### src/fas_pkg.sv
// Package: shared widths and payload types for the float add/subtract block.
package fas_pkg;
  localparam int unsigned WordW = 32;
  localparam int unsigned SumW  = 26;
  localparam logic ActAdd = 1'b0;
  localparam logic ActSub = 1'b1;

  typedef struct packed {
    logic             action;
    logic [WordW-1:0] operand_a;
    logic [WordW-1:0] operand_b;
  } in_item_t;

  typedef struct packed {
    logic [WordW-1:0] sum_bits;
  } out_item_t;
endpackage

### src/fas_in_if.sv
// Interface: input channel carrying action and two operands.
interface fas_in_if;
  logic               valid;
  logic               ready;
  fas_pkg::in_item_t  data;
  modport source (output valid, output data, input ready);
  modport sink   (input valid, input data, output ready);
endinterface

### src/fas_out_if.sv
// Interface: result channel carrying the sum bit pattern.
interface fas_out_if;
  logic               valid;
  logic               ready;
  fas_pkg::out_item_t data;
  modport source (output valid, output data, input ready);
  modport sink   (input valid, input data, output ready);
endinterface

### src/float_add_sub.sv
// Top level: single-precision float add/subtract with truncation.
// Stages: input reg, then result reg.
// Throughput: one item per cycle; the two register stages advance together
//   whenever the result stage is empty or being taken.
// Reset: rst_n synchronous active low clears both stage valid flags only.
module float_add_sub (
  input  logic      clk,
  input  logic      rst_n,
  fas_in_if.sink    in_ch,
  fas_out_if.source out_ch
);
  // Stage 1: input register
  logic                 s1_vld_r;
  fas_pkg::in_item_t    s1_r;
  // Stage 2: result register
  logic                 s2_vld_r;
  logic [31:0]          s2_r;
  logic                 adv;

  // Whole pipe moves when the output is free; stalls hold both stages.
  assign adv          = !s2_vld_r || out_ch.ready;
  assign in_ch.ready  = adv;
  assign out_ch.valid = s2_vld_r;
  assign out_ch.data.sum_bits = s2_r;

  // Datapath from stage 1 registers
  logic [31:0] opa, opb, lg, sm;
  logic        a_large, same_sign;
  logic [7:0]  exp_lg, exp_sm, exp_diff;
  logic [24:0] sig_lg, sig_sm, aligned;
  logic [25:0] raw, norm;
  logic [4:0]  lead;
  logic        zero_sum;
  logic [9:0]  exp_n;
  logic        under, over;
  logic [7:0]  e;
  logic [22:0] f;
  logic [31:0] res_nxt;

  always_comb begin
    opa = s1_r.operand_a;
    opb = s1_r.operand_b;
    if (s1_r.action == fas_pkg::ActSub) begin
      opb[31] = ~opb[31];
    end
    a_large   = opa[30:0] > opb[30:0];
    lg        = a_large ? opa : opb;
    sm        = a_large ? opb : opa;
    same_sign = opa[31] == opb[31];
    exp_lg    = lg[30:23];
    exp_sm    = sm[30:23];
    sig_lg    = {1'b1, lg[22:0], 1'b0};
    sig_sm    = {1'b1, sm[22:0], 1'b0};
    // lg magnitude >= sm so exponent difference is never negative; max 255
    exp_diff  = exp_lg - exp_sm;
    aligned   = (exp_diff >= 8'd32) ? '0 : (sig_sm >> exp_diff);
    raw       = same_sign ? ({1'b0, sig_lg} + {1'b0, aligned})
                          : ({1'b0, sig_lg} - {1'b0, aligned});
    // leading-one search over the 26-bit sum
    lead     = 5'd0;
    zero_sum = 1'b1;
    for (int i = 0; i < 26; i++) begin
      if (zero_sum && raw[25-i]) begin
        lead     = 5'(i);
        zero_sum = 1'b0;
      end
    end
    norm  = raw << lead;
    exp_n = {2'b00, exp_lg} + 10'd1 - {5'd0, lead};
    under = exp_n[9] || exp_lg == 8'd0 || exp_n == 10'd0 || zero_sum;
    over  = exp_n[8] || exp_lg == 8'd255 || exp_n == 10'd255;
    priority if (exp_sm == 8'd0) begin
      e = exp_lg;
      f = lg[22:0];
    end else if (under) begin
      e = 8'd0;
      f = '0;
    end else if (over) begin
      e = 8'd255;
      f = '0;
    end else begin
      e = exp_n[7:0];
      f = norm[24:2];
    end
    res_nxt = {lg[31], e, f};
  end

  always_ff @(posedge clk) begin
    if (!rst_n) begin
      s1_vld_r <= 1'b0;
      s2_vld_r <= 1'b0;
    end else if (adv) begin
      s1_vld_r <= in_ch.valid;
      s2_vld_r <= s1_vld_r;
    end
  end

  always_ff @(posedge clk) begin
    if (adv) begin
      s1_r <= in_ch.data;
      s2_r <= res_nxt;
    end
  end

`ifndef SYNTHESIS
  // a stalled result must hold its value
  a_hold: assert property (@(posedge clk) disable iff (!rst_n)
    out_ch.valid && !out_ch.ready |=> out_ch.valid && $stable(out_ch.data))
    else $error("result changed while stalled");
  // an accepted input shows up as valid in the input register stage
  a_flow: assert property (@(posedge clk) disable iff (!rst_n)
    in_ch.valid && in_ch.ready |=> s1_vld_r)
    else $error("input transfer lost");
  // an overflowed result never carries a nonzero fraction
  a_inf: assert property (@(posedge clk) disable iff (!rst_n)
    s1_vld_r && adv && exp_sm != 8'd0 && !under && over |=> s2_r[22:0] == 23'd0)
    else $error("overflow with fraction");
`endif
endmodule
### src/flat_wrapper.sv
// flat-port wrapper written by rule: the top's interface ports become plain ports
module float_add_sub_flat 
  (clk, rst_n, in_ch_valid, in_ch_data, in_ch_ready, out_ch_valid, out_ch_data, out_ch_ready);
  fas_in_if in_ch_i ();
  fas_out_if out_ch_i ();
  input  logic clk;
  input  logic rst_n;
  input wire logic [$bits(in_ch_i.valid)-1:0] in_ch_valid;
  input wire logic [$bits(in_ch_i.data)-1:0] in_ch_data;
  output wire logic [$bits(in_ch_i.ready)-1:0] in_ch_ready;
  output wire logic [$bits(out_ch_i.valid)-1:0] out_ch_valid;
  output wire logic [$bits(out_ch_i.data)-1:0] out_ch_data;
  input wire logic [$bits(out_ch_i.ready)-1:0] out_ch_ready;
  assign in_ch_i.valid = in_ch_valid;
  assign in_ch_i.data = in_ch_data;
  assign in_ch_ready = in_ch_i.ready;
  assign out_ch_valid = out_ch_i.valid;
  assign out_ch_data = out_ch_i.data;
  assign out_ch_i.ready = out_ch_ready;
  float_add_sub u_core (.clk(clk), .rst_n(rst_n), .in_ch(in_ch_i), .out_ch(out_ch_i));
endmodule
### config.mk
export PLATFORM = sky130hd
export DESIGN_NAME = float_add_sub_flat
export DESIGN_NICKNAME = d
export VERILOG_FILES = /design/src/fas_pkg.sv /design/src/fas_in_if.sv /design/src/fas_out_if.sv /design/src/float_add_sub.sv /design/src/flat_wrapper.sv
export SDC_FILE = /design/constraint.sdc
export NUM_CORES = 1
export LEC_CHECK = 0
export ABC_AREA = 1
export ABC_CLOCK_PERIOD_IN_PS = 32400
export BUFFER_PORTS_ARGS = -buffer_cell sky130_fd_sc_hd__buf_2
export CORE_ASPECT_RATIO = 0.6
export CORE_MARGIN = 3
export CORE_UTILIZATION = 40
export CTS_CLUSTER_SIZE = 28
export DETAILED_ROUTE_END_ITERATION = 6
export PLACE_DENSITY = 0.68
export SYNTH_ARGS = -nofsm -noshare
export SYNTH_HDL_FRONTEND = slang
export SYNTH_SLANG_ARGS = --single-unit
### constraint.sdc
create_clock -name clk -period 32.4 [get_ports clk]
set_input_delay 1.62 -clock clk [delete_from_list [all_inputs] [get_ports clk]]
set_output_delay 1.62 -clock clk [all_outputs]
set_load 0.02 [all_outputs]
After elaboration in Yosys (flattened, before gate mapping)
Cells that the tools add are included.

Bits in read-only memories: 0. Bits in latches: 0. Memories: 0. Register bits: 99. Bits in writable memories: 0. Logic and storage cells: 116.

Equality and inequality tests: 3. Add/sub/neg operators: 5. Divide/modulo/power cells: 0. $mul: 0. Magnitude comparators: 2. Reductions and logical operators: 35. Muxes and demuxes: 62. Bitwise operators: 1. Shift-type cells: 2.

Operators with widths (count): 23-bit 2-to-1 mux (3); 5-bit 2-to-1 mux (10); 32-bit 2-to-1 mux (1); 4-bit 2-to-1 mux (8); 31-bit > comparator (1); 31-bit 2-to-1 mux (1); 1-bit 2-to-1 mux (28); 25-bit by 25-bit adder with 26-bit output (1); 26-bit 2-to-1 mux (1); 26-bit by 5-bit left shift with 25-bit output (1); 25-bit by 25-bit subtractor with 26-bit output (1); 1-bit logical AND (25); 25-bit 2-to-1 mux (1); 25-bit by 8-bit >> shifter with 25-bit output (1); 8-bit 2-to-1 mux (3); 8-bit zero test (2); 3-bit 2-to-1 mux (4); 10-bit by 8-bit == test with 1-bit output (second input constant) (1); 10-bit zero test (1); 10-bit by 5-bit subtractor with 10-bit output (1); 8-bit by 1-bit adder with 9-bit output (second input constant) (1); 8-bit == test (second input constant) (1); 8-bit by 6-bit >= comparator with 1-bit output (second input constant) (1); 8-bit subtractor (1); 5 further kinds (11).

Depth between registers and ports, before layout
Depth after elaboration: 65. Gate-level depth with buffers: 94. Gate-level depth less buffers: 90.

Least setup slack after synthesis
Ideal clock, no wire load.

Path type: flip-flop to flip-flop. Start: reg u_core.s1_r (netlist bit u_core.opa[26]). End: reg u_core.s2_r[10], in the netlist u_core.out_ch.data[10] (data pin). Setup time: 0.158 ns. Stages on the path, launching flop included: 83. Arrival time: 11.051 ns. Required time: 32.242 ns. Slack: 21.191 ns. Path through: edfxtp_1 ha_1 buf_4 nand2_2 inv_2 nand2_1 nand2_1 nand2_1 nand2_1 a21oi_1 nand2_2 nand2_2 buf_6 nand2_1 nand2_1 nand2_1 ha_1 inv_1 [... 47 more ...] buf_6 ha_1 inv_1 fa_1 nand3_1 nand2_1 a21oi_1 nand4_1 ha_1 nor4_1 nand4_1 o311a_1 nand4_1 nor2_2 inv_2 nor2_1 inv_1 o211ai_1.

Longest elaborated chain between the ends: 64.

Ends and longest elaborated chain: from (decl) (RTL line float_add_sub.sv:14) `fas_pkg::in_item_t s1_r;`; from (signal assigned) (RTL line float_add_sub.sv:100) `s1_r <= in_ch.data;`; 31-bit > comparator (RTL line float_add_sub.sv:46) `a_large = opa[30:0] > opb[30:0];`; 32-bit 2-to-1 mux / 31-bit 2-to-1 mux (equally long branches) (RTL line float_add_sub.sv:47, float_add_sub.sv:48); 8-bit subtractor (RTL line float_add_sub.sv:55) `exp_diff = exp_lg - exp_sm;`; 25-bit by 8-bit >> shifter with 25-bit output / 8-bit by 6-bit >= comparator with 1-bit output (equally long branches) (RTL line float_add_sub.sv:56) `aligned = (exp_diff >= 8'd32) ? '0 : (sig_sm >> exp_diff);`; 25-bit 2-to-1 mux (RTL line float_add_sub.sv:56); 25-bit by 25-bit subtractor with 26-bit output / 25-bit by 25-bit adder with 26-bit output (equally long branches) (RTL line float_add_sub.sv:58, float_add_sub.sv:57); 26-bit 2-to-1 mux (RTL line float_add_sub.sv:57) `raw = same_sign ? ({1'b0, sig_lg} + {1'b0, aligned})`; 1-bit 2-to-1 mux (RTL line float_add_sub.sv:63) `if (zero_sum && raw[25-i]) begin`; [... 49 more ...]; 5-bit 2-to-1 mux (RTL line float_add_sub.sv:63); 10-bit by 5-bit subtractor with 10-bit output (RTL line float_add_sub.sv:69) `exp_n = {2'b00, exp_lg} + 10'd1 - {5'd0, lead};`; 10-bit by 8-bit == test with 1-bit output (tied with other cells) (RTL line float_add_sub.sv:71) `over = exp_n[8] || exp_lg == 8'd255 || exp_n == 10'd255;`; 1-bit logical OR, on equally long branches (RTL line float_add_sub.sv:71, float_add_sub.sv:70); 23-bit 2-to-1 mux / 1-bit logical OR (equally long branches) (RTL line float_add_sub.sv:78, float_add_sub.sv:70); 23-bit 2-to-1 mux (RTL line float_add_sub.sv:75) `end else if (under) begin`; 23-bit 2-to-1 mux * (RTL line float_add_sub.sv:72) `priority if (exp_sm == 8'd0) begin`; net u_core.f[10] (RTL line float_add_sub.sv:37) `logic [22:0] f;`; to (signal assigned) (RTL line float_add_sub.sv:101) `s2_r <= res_nxt;`; to (decl) (RTL line float_add_sub.sv:17) `logic [31:0] s2_r;`.

Mark *: on every way through the listed nets, which the timed path passes. The rest lies on a longest branch. A chain may end at the register's enable or synchronous reset.

Worst setup path in the final report
Start: reg u_core.s1_r (netlist bit u_core.opb[23]). End: reg u_core.s2_r[10], in the netlist u_core.out_ch.data[10] (data pin).

Same word-level chain as after synthesis.

==> metrics.txt <==
# TYPE chip_impl_metric gauge
chip_impl_info{name="outcome",value="finished clean"} 1
chip_impl_metric{name="achievable-frequency",unit="MHz"} 63.4
chip_impl_metric{name="cts-resized-gates",unit=""} 0
chip_impl_metric{name="cts_max_path_buffers",unit=""} 2
chip_impl_metric{name="pwrdens",unit="nW/um^2"} 71.1
chip_impl_metric{name="via_per_inst",unit=""} 5.61
chip_impl_info{name="end_kind",value="register"} 1
chip_impl_metric{name="vias_in_the_first_global_route",unit=""} 10361
chip_impl_metric{name="port_buffers",unit=""} 102
chip_impl_metric{name="clock_tree.htree_level_count",unit=""} 3
chip_impl_metric{name="global_route.usage.total",unit="%"} 24.6
chip_impl_metric{name="tightestPinTransition",unit="ns"} 1.18
chip_impl_metric{name="core_area",unit="sq um"} 26900
chip_impl_metric{name="cellLeakagePower",unit="uW"} 0.00620
chip_impl_metric{name="dieArea",unit="sq um"} 29900
chip_impl_metric{name="ir_worst_vdd",unit="mV"} 0.0434
chip_impl_metric{name="period_share",unit="%"} 48.7
chip_impl_metric{name="syn-num-nets",unit=""} 1836
chip_impl_metric{name="clock_skew",unit="ns"} 0.0110
chip_impl_metric{name="number_of_top_level_pins",unit=""} 103
chip_impl_metric{name="die_height",unit="microns"} 135
chip_impl_metric{name="cts_hold_repair.buffers",unit=""} 0
chip_impl_metric{name="post_synth_num_cell_types",unit=""} 57
chip_impl_metric{name="critPathArrivalTime",unit="ns"} 15.98
chip_impl_metric{name="per_instance_average_area_after_synthesis",unit="sq um"} 6.63
chip_impl_metric{name="fill_cells",unit=""} 2775
chip_impl_metric{name="synthCells",unit=""} 1677
chip_impl_metric{name="gp_weighted_congestion",unit=""} 0.980
chip_impl_metric{name="critPathMaxStageDelay",unit="ns"} 0.83
chip_impl_metric{name="crit_path_max_fanout",unit=""} 86
chip_impl_info{name="holdCritPathClass",value="register to register"} 1
chip_impl_metric{name="dp_hpwl",unit="microns"} 30500
chip_impl_metric{name="die_x",unit="microns"} 221
chip_impl_info{name="worst_path_max_delay_cell",value="sky130_fd_sc_hd__ha_1"} 1
chip_impl_metric{name="clk_transition_reported_paths",unit="ns"} 0.07
chip_impl_metric{name="area_taken_by_multi_input_logic_gates",unit="sq um"} 6980
chip_impl_metric{name="post-route-util",unit="%"} 45.5
chip_impl_metric{name="detail_route.iter0.violations",unit=""} 1476
chip_impl_info{name="startpoint_type",value="register"} 1
chip_impl_info{name="root_buffer",value="sky130_fd_sc_hd__clkbuf_16"} 1
chip_impl_metric{name="synth.cell_area",unit="sq um"} 11100
chip_impl_info{name="rsz0062_at_grt",value="false"} 1
chip_impl_metric{name="final-max-slew-violation-count",unit=""} 0
chip_impl_metric{name="first_pass_grt_wire_length",unit="microns"} 57700
chip_impl_metric{name="final_period_minus_worst_setup_slack",unit="ns"} 15.77
chip_impl_metric{name="setup_tns",unit="ns"} 0
chip_impl_metric{name="synth_warnings",unit=""} 0
chip_impl_metric{name="antenna_found_initial",unit=""} 1
chip_impl_info{name="criticalPathCategory",value="register to register"} 1
chip_impl_metric{name="ant_nets",unit=""} 0
chip_impl_metric{name="fraction_of_layout_instances_using_a_drive_strength_above_1",unit="%"} 11.0
chip_impl_metric{name="drt_first_pass_iters",unit=""} 6
chip_impl_info{name="tritoncts",value="built"} 1
chip_impl_metric{name="maxCapViolations",unit=""} 0
chip_impl_metric{name="grt_max_degree",unit=""} 87
chip_impl_metric{name="routed_wire_length_per_instance",unit="microns"} 17.6
chip_impl_metric{name="hold_viol_final",unit=""} 0
chip_impl_metric{name="areaGrowthSynthToFinish",unit="%"} 9.87
chip_impl_metric{name="start_util",unit="%"} 41.4
chip_impl_metric{name="number_of_cts_inserted_buffers",unit=""} 9
chip_impl_metric{name="vias",unit=""} 11842
chip_impl_metric{name="required",unit="ns"} 32.61
chip_impl_metric{name="synth_enable_flop_cells",unit=""} 97
chip_impl_metric{name="gr-total-overflow",unit=""} 0
chip_impl_metric{name="antenna-diode-count",unit=""} 0
chip_impl_info{name="yosys_most_used_dff",value="sky130_fd_sc_hd__edfxtp_1"} 1
chip_impl_metric{name="remaining_drc_errors",unit=""} 0
chip_impl_metric{name="clk_latency",unit="ns"} 0.38
chip_impl_metric{name="total_routed_length",unit="microns"} 37200
chip_impl_metric{name="numClockSinks",unit=""} 99
chip_impl_metric{name="setup_slack_on_the_worst_flop_to_flop_path",unit="ns"} 16.63
chip_impl_metric{name="ff_latch_area",unit="sq um"} 2950
chip_impl_metric{name="worst_slew_margin_rel",unit="%"} 20.3
chip_impl_metric{name="synth_seq_area_share",unit="%"} 26.5
chip_impl_metric{name="fp-row-count",unit=""} 46
chip_impl_metric{name="postCtsSetupBuffers",unit=""} 0
chip_impl_metric{name="number_of_register_bits_inferred_by_synthesis",unit=""} 99
chip_impl_metric{name="fin_nets",unit=""} 1903
chip_impl_metric{name="final-setup-viol-count",unit=""} 0
chip_impl_metric{name="synth-async-reset-ratio",unit="%"} 0
[synth_stat cells, drive strengths merged, types with 4 or more instances]
library cell / number / area (sq um)
a21boi: 11 / 82.6
a21o: 4 / 30.0
a21oi: 82 / 414
a31oi: 14 / 87.6
buf: 36 / 210
clkbuf: 28 / 105
edfxtp: 97 / 2910
ha: 87 / 1090
inv: 232 / 873
nand2: 467 / 1820
nand3: 244 / 1250
nand4: 41 / 303
nor2: 107 / 444
nor3: 10 / 66.3
nor4: 5 / 31.3
o211ai: 11 / 82.6
o21ai: 118 / 602
o22ai: 8 / 50.1
o31ai: 4 / 30.0
or2: 5 / 33.8
xnor2: 7 / 61.3
xor2: 28 / 245
[final cells by class]
class	count	area share (%)
tap	360	3.69
inverter	235	7.26
sequential	99	24.2
clock buffer	13	2.13
multi-input combinational	1279	57.1
clock inverter	3	0.379
timing repair buffer	120	5.28
[cell usage in the layout (no fill, tap or decap), types with 18 or more instances in the layout]
| cell | netlist | final |
|---|---|---|
| sky130_fd_sc_hd__xor2_1 | 28 | 28 |
| sky130_fd_sc_hd__a21oi_1 | 81 | 81 |
| sky130_fd_sc_hd__buf_4 | 6 | 18 |
| sky130_fd_sc_hd__inv_1 | 220 | 219 |
| sky130_fd_sc_hd__buf_2 | 18 | 102 |
| sky130_fd_sc_hd__nand4_1 | 35 | 35 |
| sky130_fd_sc_hd__nand3_1 | 239 | 239 |
| sky130_fd_sc_hd__nor2_1 | 100 | 100 |
| sky130_fd_sc_hd__edfxtp_1 | 97 | 97 |
| sky130_fd_sc_hd__nand2_1 | 449 | 449 |
| sky130_fd_sc_hd__ha_1 | 87 | 87 |
| sky130_fd_sc_hd__o21ai_0 | 103 | 103 |
[critical path: cells and delay by family (launching register included)]
family	cells	cell delay, ns
DFF	1	0.36
adders and majority gates	5	2.15
and+or+nand+nor	30	5.51
buffers and inverters	13	3.09
AOI/OAI and AO/OA	20	4.30
xor gates and xnor gates	1	0.16
[worst paths after layout]
kind,cells past startpoint,to,from
worst max register to register,69,u_core.out_ch.data[10],u_core.opb[23]
worst min register to register,1,u_core.out_ch.valid,u_core.s1_vld_r
worst max-delay path,69,u_core.out_ch.data[10],u_core.opb[23]
worst min-delay path,1,u_core.out_ch.valid,u_core.s1_vld_r
[per-stage QoR]
step	setup WS (ns)	area [sq um]	std cells	total power [uW]	hold WS [ns]
floorplan	21.19	11100	1677	584	0.441
global placement	17.62	11900	2093	739	0.458
detailed placement	17.16	11900	2093	739	0.478
CTS	17.05	12200	2109	854	0.491
global route	14.98	12200	2109	935	0.509
finish	16.63	12200	2109	869	0.481
[state kept, by name, summed over array words and instances (netlist names)]
name                 flops
u_core.opa              32
u_core.out_ch.valid      1
u_core.s1_r              2
u_core.opb              31
u_core.out_ch.data      32
u_core.s1_vld_r          1
[layer usage]
layer	routed length [microns]	part of all wire (%)	vias to the layer above	global-route usage, %
li1	-	-	5750	-
met1	18200	49	5394	39.0
met2	13500	36	646	31.8
met3	4880	13	50	7.97
met4	639	1.7	2	4.68
met5	11	0.030	-	0
[power by group]
part / internal (uW) / leakage (uW) / switching (uW)
sequential: 179 / 0.00104 / 8.88
combinational: 163 / 0.00502 / 405
clock: 64.2 / 0.000146 / 47.7
[cell families after synthesis]
family	Yosys count	share of synthesized area (%)
AO/OA/AOI/OAI	266	13.5
XOR/XNOR	35	2.76
adder cells (fa/ha/maj)	90	10.3
buffers and inverters	299	10.8
flip-flops	99	26.5
multiplexers	3	0.270
AND/OR/NAND/NOR	885	35.8
(Power assumes the default switching activity.)
